$ cat src/sv/arinc429_word_transmitter_defines.svh
// Assertion macros shared by the transmitter's top level.
`ifndef ARINC429_WORD_TRANSMITTER_DEFINES_SVH
`define ARINC429_WORD_TRANSMITTER_DEFINES_SVH

// Same-cycle implication, checked only out of reset.
`define A429TX_ASSERT_NOW(lbl, pre, cons, msg) \
    lbl: assert property (@(posedge aclk) disable iff (!aresetn) (pre) |-> (cons)) \
        else $error(msg);

// Next-cycle implication, also checked while reset is held.
`define A429TX_ASSERT_NEXT(lbl, pre, cons, msg) \
    lbl: assert property (@(posedge aclk) (pre) |=> (cons)) else $error(msg);

`endif

$ cat src/sv/a429tx_pkg.sv
// Types, constants and helper functions of the ARINC 429 word transmitter.
package a429tx_pkg;

    // Input transaction: a tick or a send request
    typedef struct packed {
        logic        kind;
        logic [7:0]  label;
        logic [1:0]  sdi;
        logic [16:0] value;
        logic [1:0]  ssm;
    } in_t;

    // Result transaction
    typedef struct packed {
        logic        line_hi;
        logic        line_lo;
        logic        busy_res;
        logic        accepted;
        logic [31:0] built_word;
        logic        word_done;
    } out_t;

    // Front stage: request fields plus the upper half of the BCD conversion
    typedef struct packed {
        logic        kind;
        logic [7:0]  label;
        logic [1:0]  sdi;
        logic [1:0]  ssm;
        logic [11:0] bcd_hi;
        logic [7:0]  val_lo;
    } front_t;

    // Timing registers
    typedef struct packed {
        logic [9:0] high_ticks;
        logic [9:0] null_ticks;
    } cfg_t;

    // Line phase of the transmitter
    typedef enum logic [1:0] {
        PH_IDLE,
        PH_DRIVE,
        PH_NULL
    } phase_t;

    localparam int          APB_ADDR_W     = 3;
    localparam logic        KIND_TICK      = 1'b0;
    localparam logic        KIND_SEND      = 1'b1;
    localparam logic        REG_HIGH_TICKS = 1'b0;
    localparam logic        REG_NULL_TICKS = 1'b1;
    localparam logic [9:0]  HIGH_TICKS_RST = 10'd24;
    localparam logic [9:0]  NULL_TICKS_RST = 10'd40;
    localparam logic [5:0]  WORD_BITS      = 6'd32;
    localparam int          BCD_DATA_BITS  = 19;

    // One double-dabble step: add 3 to each digit of 5 or more, then shift in a bit
    function automatic logic [23:0] bcd_step(input logic [23:0] b, input logic din);
        logic [23:0] r;
        r = b;
        for (int d = 0; d < 6; d++) begin
            if (b[4*d +: 4] >= 4'd5) begin
                r[4*d +: 4] = b[4*d +: 4] + 4'd3;
            end
        end
        return {r[22:0], din};
    endfunction

    // Label goes on the wire MSB first, so it is stored reversed
    function automatic logic [7:0] rev8(input logic [7:0] x);
        logic [7:0] r;
        for (int i = 0; i < 8; i++) begin
            r[7-i] = x[i];
        end
        return r;
    endfunction

endpackage

$ cat src/sv/a429tx_regs.sv
// APB register file holding the bit and null phase lengths.
module a429tx_regs (
    input  logic                              aclk,
    input  logic                              aresetn,
    input  logic                              psel,
    input  logic                              penable,
    input  logic                              pwrite,
    input  logic [a429tx_pkg::APB_ADDR_W-1:0] paddr,
    input  logic [31:0]                       pwdata,
    output logic [31:0]                       prdata,
    output logic                              pready,
    output a429tx_pkg::cfg_t                  cfg
);
    import a429tx_pkg::*;

    logic [9:0] high_ticks_reg;
    logic [9:0] null_ticks_reg;
    logic       wr_en;

    assign pready = 1'b1;
    assign wr_en  = psel && penable && pwrite;

    // Register writes
    always_ff @(posedge aclk) begin
        if (!aresetn) begin
            high_ticks_reg <= HIGH_TICKS_RST;
            null_ticks_reg <= NULL_TICKS_RST;
        end else if (wr_en) begin
            case (paddr[2])
                REG_HIGH_TICKS: high_ticks_reg <= pwdata[9:0];
                REG_NULL_TICKS: null_ticks_reg <= pwdata[9:0];
                default: ;
            endcase
        end
    end

    // Read mux
    always_comb begin
        case (paddr[2])
            REG_HIGH_TICKS: prdata = {22'd0, high_ticks_reg};
            REG_NULL_TICKS: prdata = {22'd0, null_ticks_reg};
            default:        prdata = 32'd0;
        endcase
    end

    assign cfg.high_ticks = high_ticks_reg;
    assign cfg.null_ticks = null_ticks_reg;

endmodule

$ cat src/sv/a429tx_front.sv
// Input register with the first half of the binary to BCD conversion.
module a429tx_front (
    input  logic                aclk,
    input  logic                aresetn,
    input  logic                en,
    input  logic                s_valid,
    input  a429tx_pkg::in_t     s_data,
    output logic                f_valid,
    output a429tx_pkg::front_t  f_data
);
    import a429tx_pkg::*;

    logic        f_valid_reg;
    front_t      f_data_reg;
    front_t      f_data_next;
    logic [23:0] bcd;

    // Top three bits need no correction; the next six take one step each
    always_comb begin
        bcd = {21'd0, s_data.value[16:14]};
        for (int i = 13; i >= 8; i--) begin
            bcd = bcd_step(bcd, s_data.value[i]);
        end
        f_data_next.kind   = s_data.kind;
        f_data_next.label  = s_data.label;
        f_data_next.sdi    = s_data.sdi;
        f_data_next.ssm    = s_data.ssm;
        f_data_next.bcd_hi = bcd[11:0];
        f_data_next.val_lo = s_data.value[7:0];
    end

    always_ff @(posedge aclk) begin
        if (!aresetn) begin
            f_valid_reg <= 1'b0;
        end else if (en) begin
            f_valid_reg <= s_valid;
        end
    end

    always_ff @(posedge aclk) begin
        if (en && s_valid) begin
            f_data_reg <= f_data_next;
        end
    end

    assign f_valid = f_valid_reg;
    assign f_data  = f_data_reg;

endmodule

$ cat src/sv/a429tx_seq.sv
// Word assembly, line sequencer and result register.
module a429tx_seq (
    input  logic                aclk,
    input  logic                aresetn,
    input  logic                en,
    input  logic                f_valid,
    input  a429tx_pkg::front_t  f_data,
    input  a429tx_pkg::cfg_t    cfg,
    output logic                m_valid,
    output a429tx_pkg::out_t    m_data
);
    import a429tx_pkg::*;

    phase_t      state_reg, state_next;
    logic [31:0] word_reg, word_next;
    logic [5:0]  bits_reg, bits_next;
    logic [9:0]  count_reg, count_next;
    logic        m_valid_reg;
    out_t        out_reg, out_next;

    logic [23:0] bcd;
    logic [30:0] word_raw;
    logic [31:0] new_word;
    logic [9:0]  hlim, nlim, count_inc;
    logic [5:0]  bits_dec;
    logic        accepted, done;
    logic [5:0]  idx_full;
    logic        bit_out, drive;
    logic        step;

    assign step = en && f_valid;

    // Second half of the BCD conversion and word assembly with odd parity
    always_comb begin
        bcd = {12'd0, f_data.bcd_hi};
        for (int i = 7; i >= 0; i--) begin
            bcd = bcd_step(bcd, f_data.val_lo[i]);
        end
        word_raw = {f_data.ssm, bcd[BCD_DATA_BITS-1:0], f_data.sdi, rev8(f_data.label)};
        new_word = {~(^word_raw), word_raw};
    end

    // A zero length acts as one tick
    assign hlim      = (cfg.high_ticks == 10'd0) ? 10'd1 : cfg.high_ticks;
    assign nlim      = (cfg.null_ticks == 10'd0) ? 10'd1 : cfg.null_ticks;
    assign count_inc = count_reg + 10'd1;
    assign bits_dec  = (bits_reg != 6'd0) ? bits_reg - 6'd1 : bits_reg;

    // Next state
    always_comb begin
        state_next = state_reg;
        word_next  = word_reg;
        bits_next  = bits_reg;
        count_next = count_reg;
        accepted   = 1'b0;
        done       = 1'b0;
        if (f_data.kind == KIND_SEND) begin
            if (state_reg == PH_IDLE) begin
                word_next  = new_word;
                bits_next  = WORD_BITS;
                count_next = 10'd0;
                state_next = PH_DRIVE;
                accepted   = 1'b1;
            end
        end else begin
            case (state_reg)
                PH_DRIVE: begin
                    count_next = count_inc;
                    if (count_inc >= hlim) begin
                        count_next = 10'd0;
                        state_next = PH_NULL;
                    end
                end
                PH_NULL: begin
                    count_next = count_inc;
                    if (count_inc >= nlim) begin
                        count_next = 10'd0;
                        bits_next  = bits_dec;
                        if (bits_dec == 6'd0) begin
                            state_next = PH_IDLE;
                            done       = 1'b1;
                        end else begin
                            state_next = PH_DRIVE;
                        end
                    end
                end
                default: ;
            endcase
        end
    end

    // Outputs: current bit, sent LSB first
    always_comb begin
        idx_full = WORD_BITS - bits_next;
        bit_out  = word_next[idx_full[4:0]];
        drive    = (state_next == PH_DRIVE) && (bits_next != 6'd0) && (bits_next <= WORD_BITS);
        out_next.line_hi    = drive && bit_out;
        out_next.line_lo    = drive && !bit_out;
        out_next.busy_res   = (state_next != PH_IDLE);
        out_next.accepted   = accepted;
        out_next.built_word = word_next;
        out_next.word_done  = done;
    end

    always_ff @(posedge aclk) begin
        if (!aresetn) begin
            state_reg   <= PH_IDLE;
            word_reg    <= 32'd0;
            bits_reg    <= 6'd0;
            count_reg   <= 10'd0;
            m_valid_reg <= 1'b0;
        end else if (en) begin
            m_valid_reg <= f_valid;
            if (f_valid) begin
                state_reg <= state_next;
                word_reg  <= word_next;
                bits_reg  <= bits_next;
                count_reg <= count_next;
            end
        end
    end

    always_ff @(posedge aclk) begin
        if (step) begin
            out_reg <= out_next;
        end
    end

    assign m_valid = m_valid_reg;
    assign m_data  = out_reg;

endmodule

$ cat src/sv/arinc429_word_transmitter.sv
// ARINC 429 word transmitter, top level.
//
// Input channel (s_valid/s_ready/s_data): each transaction is either a
// one-microsecond tick (kind 0) or a request to send a word (kind 1). A
// request is taken only while no word is in flight; otherwise it is dropped
// with accepted = 0. Every input transaction yields exactly one result
// transaction on m_valid/m_ready/m_data carrying the line drive, busy flag,
// accepted flag, assembled word and word-done flag.
// An input register holds the transaction and the upper half of the BCD
// conversion, and a result register holds the line state. Throughput is
// one transaction per cycle while the receiver does not stall, with the
// sequencer update combinational between those two registers.
// When the receiver stalls, both stages hold and s_ready drops; the stalled
// result is kept until taken, and the next input is accepted in that cycle.
// Reset clears valid flags and sequencer, not result data, and loads the
// bit length to 24 ticks and null length to 40 ticks. The APB port writes
// both; the user must use it only while idle, as the block does not check.
module arinc429_word_transmitter (
    input  logic                              aclk,
    input  logic                              aresetn,
    input  logic                              s_valid,
    output logic                              s_ready,
    input  a429tx_pkg::in_t                   s_data,
    output logic                              m_valid,
    input  logic                              m_ready,
    output a429tx_pkg::out_t                  m_data,
    input  logic                              psel,
    input  logic                              penable,
    input  logic                              pwrite,
    input  logic [a429tx_pkg::APB_ADDR_W-1:0] paddr,
    input  logic [31:0]                       pwdata,
    output logic [31:0]                       prdata,
    output logic                              pready
);
    import a429tx_pkg::*;

`include "arinc429_word_transmitter_defines.svh"

    cfg_t   cfg;
    front_t f_data;
    logic   f_valid;
    logic   en;

    // Whole pipeline advances unless a result is waiting and stalled
    assign en      = !m_valid || m_ready;
    assign s_ready = en;

    a429tx_regs u_regs (
        .aclk    (aclk),
        .aresetn (aresetn),
        .psel    (psel),
        .penable (penable),
        .pwrite  (pwrite),
        .paddr   (paddr),
        .pwdata  (pwdata),
        .prdata  (prdata),
        .pready  (pready),
        .cfg     (cfg)
    );

    a429tx_front u_front (
        .aclk    (aclk),
        .aresetn (aresetn),
        .en      (en),
        .s_valid (s_valid),
        .s_data  (s_data),
        .f_valid (f_valid),
        .f_data  (f_data)
    );

    a429tx_seq u_seq (
        .aclk    (aclk),
        .aresetn (aresetn),
        .en      (en),
        .f_valid (f_valid),
        .f_data  (f_data),
        .cfg     (cfg),
        .m_valid (m_valid),
        .m_data  (m_data)
    );

    // Checks
    `A429TX_ASSERT_NOW(a_accept_drives, m_valid && m_data.accepted, m_data.busy_res && (m_data.line_hi != m_data.line_lo) && !m_data.word_done, "accepted request must drive its first bit")
    `A429TX_ASSERT_NOW(a_done_idle, m_valid && m_data.word_done, !m_data.busy_res && !m_data.line_hi && !m_data.line_lo, "word_done must leave the lines idle")
    `A429TX_ASSERT_NOW(a_lines_exclusive, m_valid && !m_data.busy_res, !m_data.line_hi && !m_data.line_lo, "lines driven while not busy")
    `A429TX_ASSERT_NEXT(a_reset_clear, !aresetn, !m_valid && s_ready, "reset must empty the pipeline")

endmodule

$ cat config.mk
export PLATFORM = sky130hd
export DESIGN_NAME = arinc429_word_transmitter
export DESIGN_NICKNAME = d
export VERILOG_FILES = /design/src/sv/a429tx_pkg.sv /design/src/sv/a429tx_regs.sv /design/src/sv/a429tx_front.sv /design/src/sv/a429tx_seq.sv /design/src/sv/arinc429_word_transmitter.sv
export VERILOG_INCLUDE_DIRS = /design/src /design/src/sv
export SDC_FILE = /design/constraint.sdc
export NUM_CORES = 1
export LEC_CHECK = 0
export BUFFER_PORTS_ARGS = -buffer_cell sky130_fd_sc_hd__clkbuf_2
export CAP_MARGIN = 20
export CORE_UTILIZATION = 65
export CTS_CLUSTER_SIZE = 30
export DETAILED_ROUTE_END_ITERATION = 8
export HOLD_SLACK_MARGIN = 0.06
export PLACE_DENSITY_LB_ADDON = 0.1
export SLEW_MARGIN = 40
export SYNTH_ARGS = -nofsm -noshare
export SYNTH_HDL_FRONTEND = slang
export SYNTH_SLANG_ARGS = --single-unit
$ cat constraint.sdc
create_clock -name aclk -period 11.45 [get_ports aclk]
set_input_delay 0.5725 -clock aclk [delete_from_list [all_inputs] [get_ports aclk]]
set_output_delay 0.5725 -clock aclk [all_outputs]
set_load 0.02 [all_outputs]
==> flow_metrics.py <==
metrics = {
    "outcome": {
        "status": "complete, no violations",
    },
    "global_routing": {
        "grt_busiest_layer": "met2",
        "grt_pass1_wl_mm": 47.7,
        "grtUsageTotal_pct": 29.0,
        "antenna_found_initial": 0,
        "gr-total-overflow": 0,
        "grt_max_degree": 60,
        "grt_pass1_vias": 10441,
        "grtUsageMet1_pct": 39.0,
        "grt_util_met3_pct": 4.21,
        "grt_use_met2_pct": 48.3,
    },
    "timing": {
        "rsz0062_at_grt": "no",
        "period_share_pct": 78.5,
        "fmax_mhz": 111,
        "slew_viol_final": 0,
        "fin_tns_setup_ns": 0,
        "hold_viol": 0,
        "slew_headroom_pct": 47.9,
        "fin_skew_ns": 0.0125,
        "fin_crit_ns": 8.99,
        "worst_slew_pin_slew_ns": 0.779,
        "setup_viol": 0,
    },
    "cts": {
        "cts_tree": "yes",
        "clock_latency_ns": 0.44,
        "ctsResizeCount": 0,
        "cts_root_buf": "clkbuf_16",
        "htree_num_levels": 4,
        "clk_path_buf_depth": 2,
        "post_cts_buffers": 0,
        "cts_made_buffers": 17,
        "cts.clk_slew.worst_paths_ns": 0.07,
        "hold_buffers": 0,
        "clock_sinks": 141,
    },
    "setup_path": {
        "r2r_cells": 35,
        "arrival_ns": 9.16,
        "crit_type": "flip-flop to flip-flop",
        "rr_endpoint": "u_seq.m_data[32]$_DFFE_PP_",
        "worst_setup_path_end_kind": "flip-flop",
        "path_max_fanout": 14,
        "cp-start-kind": "flip-flop",
        "startpoint": "u_front.f_data[8]$_DFFE_PP_",
        "critical_path_required_ns": 11.61,
        "r2r_slack_ns": 2.46,
        "cpMaxStageDelayCell": "edfxtp_1",
        "crit_end": "u_seq.m_data[32]$_DFFE_PP_",
        "reg2reg_from": "u_front.f_data[8]$_DFFE_PP_",
        "slowest_delay_ns": 0.57,
    },
    "place": {
        "hpwlAfterDp_mm": 20.1,
        "gp_congestion": 0.923,
        "port_buffers": 96,
    },
    "synth": {
        "yosysWarnings": 0,
        "synth_cell_types": 114,
        "synth_top_cell_area_share_pct": 16.6,
        "synth-seq-area-share_pct": 28.1,
        "yosys-top-cells-area": "edfxtp_1, dfxtp_1, ha_1",
        "ys_ff_latch": 141,
        "async_reset_ff_share_pct": 0,
        "synth_top_cell_by_area": "edfxtp_1",
        "syn-cell-area_mm2": 0.0125,
        "yosys_most_used_dff": "dfxtp_1",
        "netlist_instances": 1556,
        "synth_edf_count": 69,
        "avgSynthCellArea_um2": 8.04,
    },
    "detailed_routing": {
        "drcViolationCount": 0,
        "drtIter0Drc": 1091,
        "via_count": 11647,
        "ant_nets": 0,
        "firstDrtPassIters": 6,
        "avgViaCountPerCell": 6.27,
        "wl_per_cell_um": 15.3,
        "wl_mm": 28.4,
    },
    "cells_and_area": {
        "antenna_cells": 0,
        "largest_reg_flops": 37,
        "filler_cell_count": 1430,
        "fin_nets": 1751,
        "drive_above_1_share_pct": 14.0,
        "syn2layout_area_growth_pct": 8.81,
    },
    "die": {
        "ios": 144,
        "coreArea_mm2": 0.0188,
        "initial_core_util_pct": 66.6,
        "die_height_um": 141,
        "die_area_mm2": 0.0198,
        "rows": 50,
        "die_x_um": 141,
    },
    "job": {
        "drv_cap": 0,
    },
    "min_path": {
        "hold_class": "input pin to flip-flop",
    },
}
==> cell usage in the layout (no fill, tap or decap), types with 22 or more instances in the layout <==
| master | Yosys | final |
|---|---|---|
| dfxtp_1 | 72 | 72 |
| nor3_1 | 53 | 52 |
| nand2b_1 | 22 | 22 |
| clkbuf_2 | 0 | 96 |
| nand3_1 | 35 | 35 |
| mux2i_1 | 38 | 38 |
| a211oi_1 | 33 | 33 |
| a21oi_1 | 111 | 111 |
| xnor2_1 | 40 | 40 |
| ha_1 | 69 | 69 |
| conb_1 | 2 | 23 |
| o21ai_0 | 96 | 95 |
| edfxtp_1 | 69 | 69 |
| a21o_1 | 22 | 22 |
| inv_1 | 81 | 79 |
| nor2_1 | 106 | 105 |
| nand2_1 | 219 | 219 |
==> worst min path at each step <==
stage | cells past startpoint | endpoint | slack [ns] | from
6_report | 1 | u_front.f_data[31]$_DFFE_PP_ | 0.31 | s_data[28]
5_1_grt | 1 | u_front.f_data[28]$_DFFE_PP_ | 0.30 | s_data[25]
4_1_cts | 1 | u_front.f_data[31]$_DFFE_PP_ | 0.30 | s_data[28]
3_5_place_dp | 2 | u_seq.word_reg[16]$_SDFFE_PN0P_ | 0.44 | u_seq.word_reg[16]$_SDFFE_PN0P_
3_3_place_gp | 2 | u_seq.word_reg[16]$_SDFFE_PN0P_ | 0.44 | u_seq.word_reg[16]$_SDFFE_PN0P_
2_1_floorplan | 2 | u_seq.word_reg[16]$_SDFFE_PN0P_ | 0.43 | u_seq.word_reg[16]$_SDFFE_PN0P_
==> per-stage QoR <==
| stage | setup slack (ns) | util, % | cells | area (um2) | hold WS (ns) |
|---|---|---|---|---|---|
| finish | 2.46 | 72.5 | 1857 | 13600 | 0.308 |
| global route | 1.60 | 72.5 | 1857 | 13600 | 0.300 |
| CTS | 2.52 | 72.4 | 1857 | 13600 | 0.298 |
| detailed placement | 2.58 | 69.1 | 1825 | 13000 | 0.443 |
| global placement | 2.88 | 69.1 | 1825 | 13000 | 0.438 |
| floorplan | 3.92 | - | 1577 | 12600 | 0.431 |
==> cells in the mapped netlist (all sizes together) (8+ instances only) <==
cell type  number
edfxtp         69
dfxtp          72
o211ai         24
xnor2          44
nand4          12
nor4            8
o31ai           8
inv            86
buf            44
nand3          36
nand2         219
a21oi         115
o21a           17
and2           16
nor2b           8
a211o           8
nor2          108
ha             69
o221ai          9
clkbuf         46
mux2           11
a211oi         37
a21boi         13
mux2i          40
o21ai         107
or2            11
or3            17
a2bb2oi         8
nor3           55
a21o           22
xor2           22
and3           17
a31oi          20
nand2b         22
==> metal layers <==
layer  vias to the layer above  wire (um)  part of all wire (%)
met5                         -          0                     0
met4                         0        481                   1.7
met3                        41       1560                   5.5
met2                       406      13200                    46
met1                      5403      13200                    46
li1                       5797          -                     -
==> cells by family (layout without fill, tap and decap cells) <==
kind of cell               count (synthesis)  after routing  synth area share, %
buffers and inverters                    177            223                 6.24
and+or+nand+nor                          559            559                 21.4
xor gates and xnor gates                  67             67                 5.25
muxes                                     53             53                 4.81
adders and majority gates                 70             70                 6.98
AOI/OAI and AO/OA                        487            487                 27.1
other                                      2             23               0.0601
DFF                                      141            141                 28.1
==> worst max-delay path, delay by kind of cell (launching register included) <==
family | cells | cell delay [ns]
buffers and inverters | 4 | 0.56
flip-flops | 1 | 0.57
XOR/XNOR | 7 | 1.58
multiplexers | 2 | 0.38
adder cells (fa/ha/maj) | 4 | 1.20
AND/OR/NAND/NOR | 11 | 2.45
AO/OA/AOI/OAI | 7 | 1.95
==> area by class of cell <==
cell class,instances,area [um2],share of cell area (%)
clock buffer,17,425,3.13
clock inverter,15,193,1.42
inverter,87,328,2.41
multi-input combinational,1259,8310,61.1
sequential,141,3510,25.8
tap,234,293,2.15
timing repair buffer,104,541,3.97
Power is not shown: default switching activity piles up to over one toggle a cycle in this logic, so the estimate is an artifact.
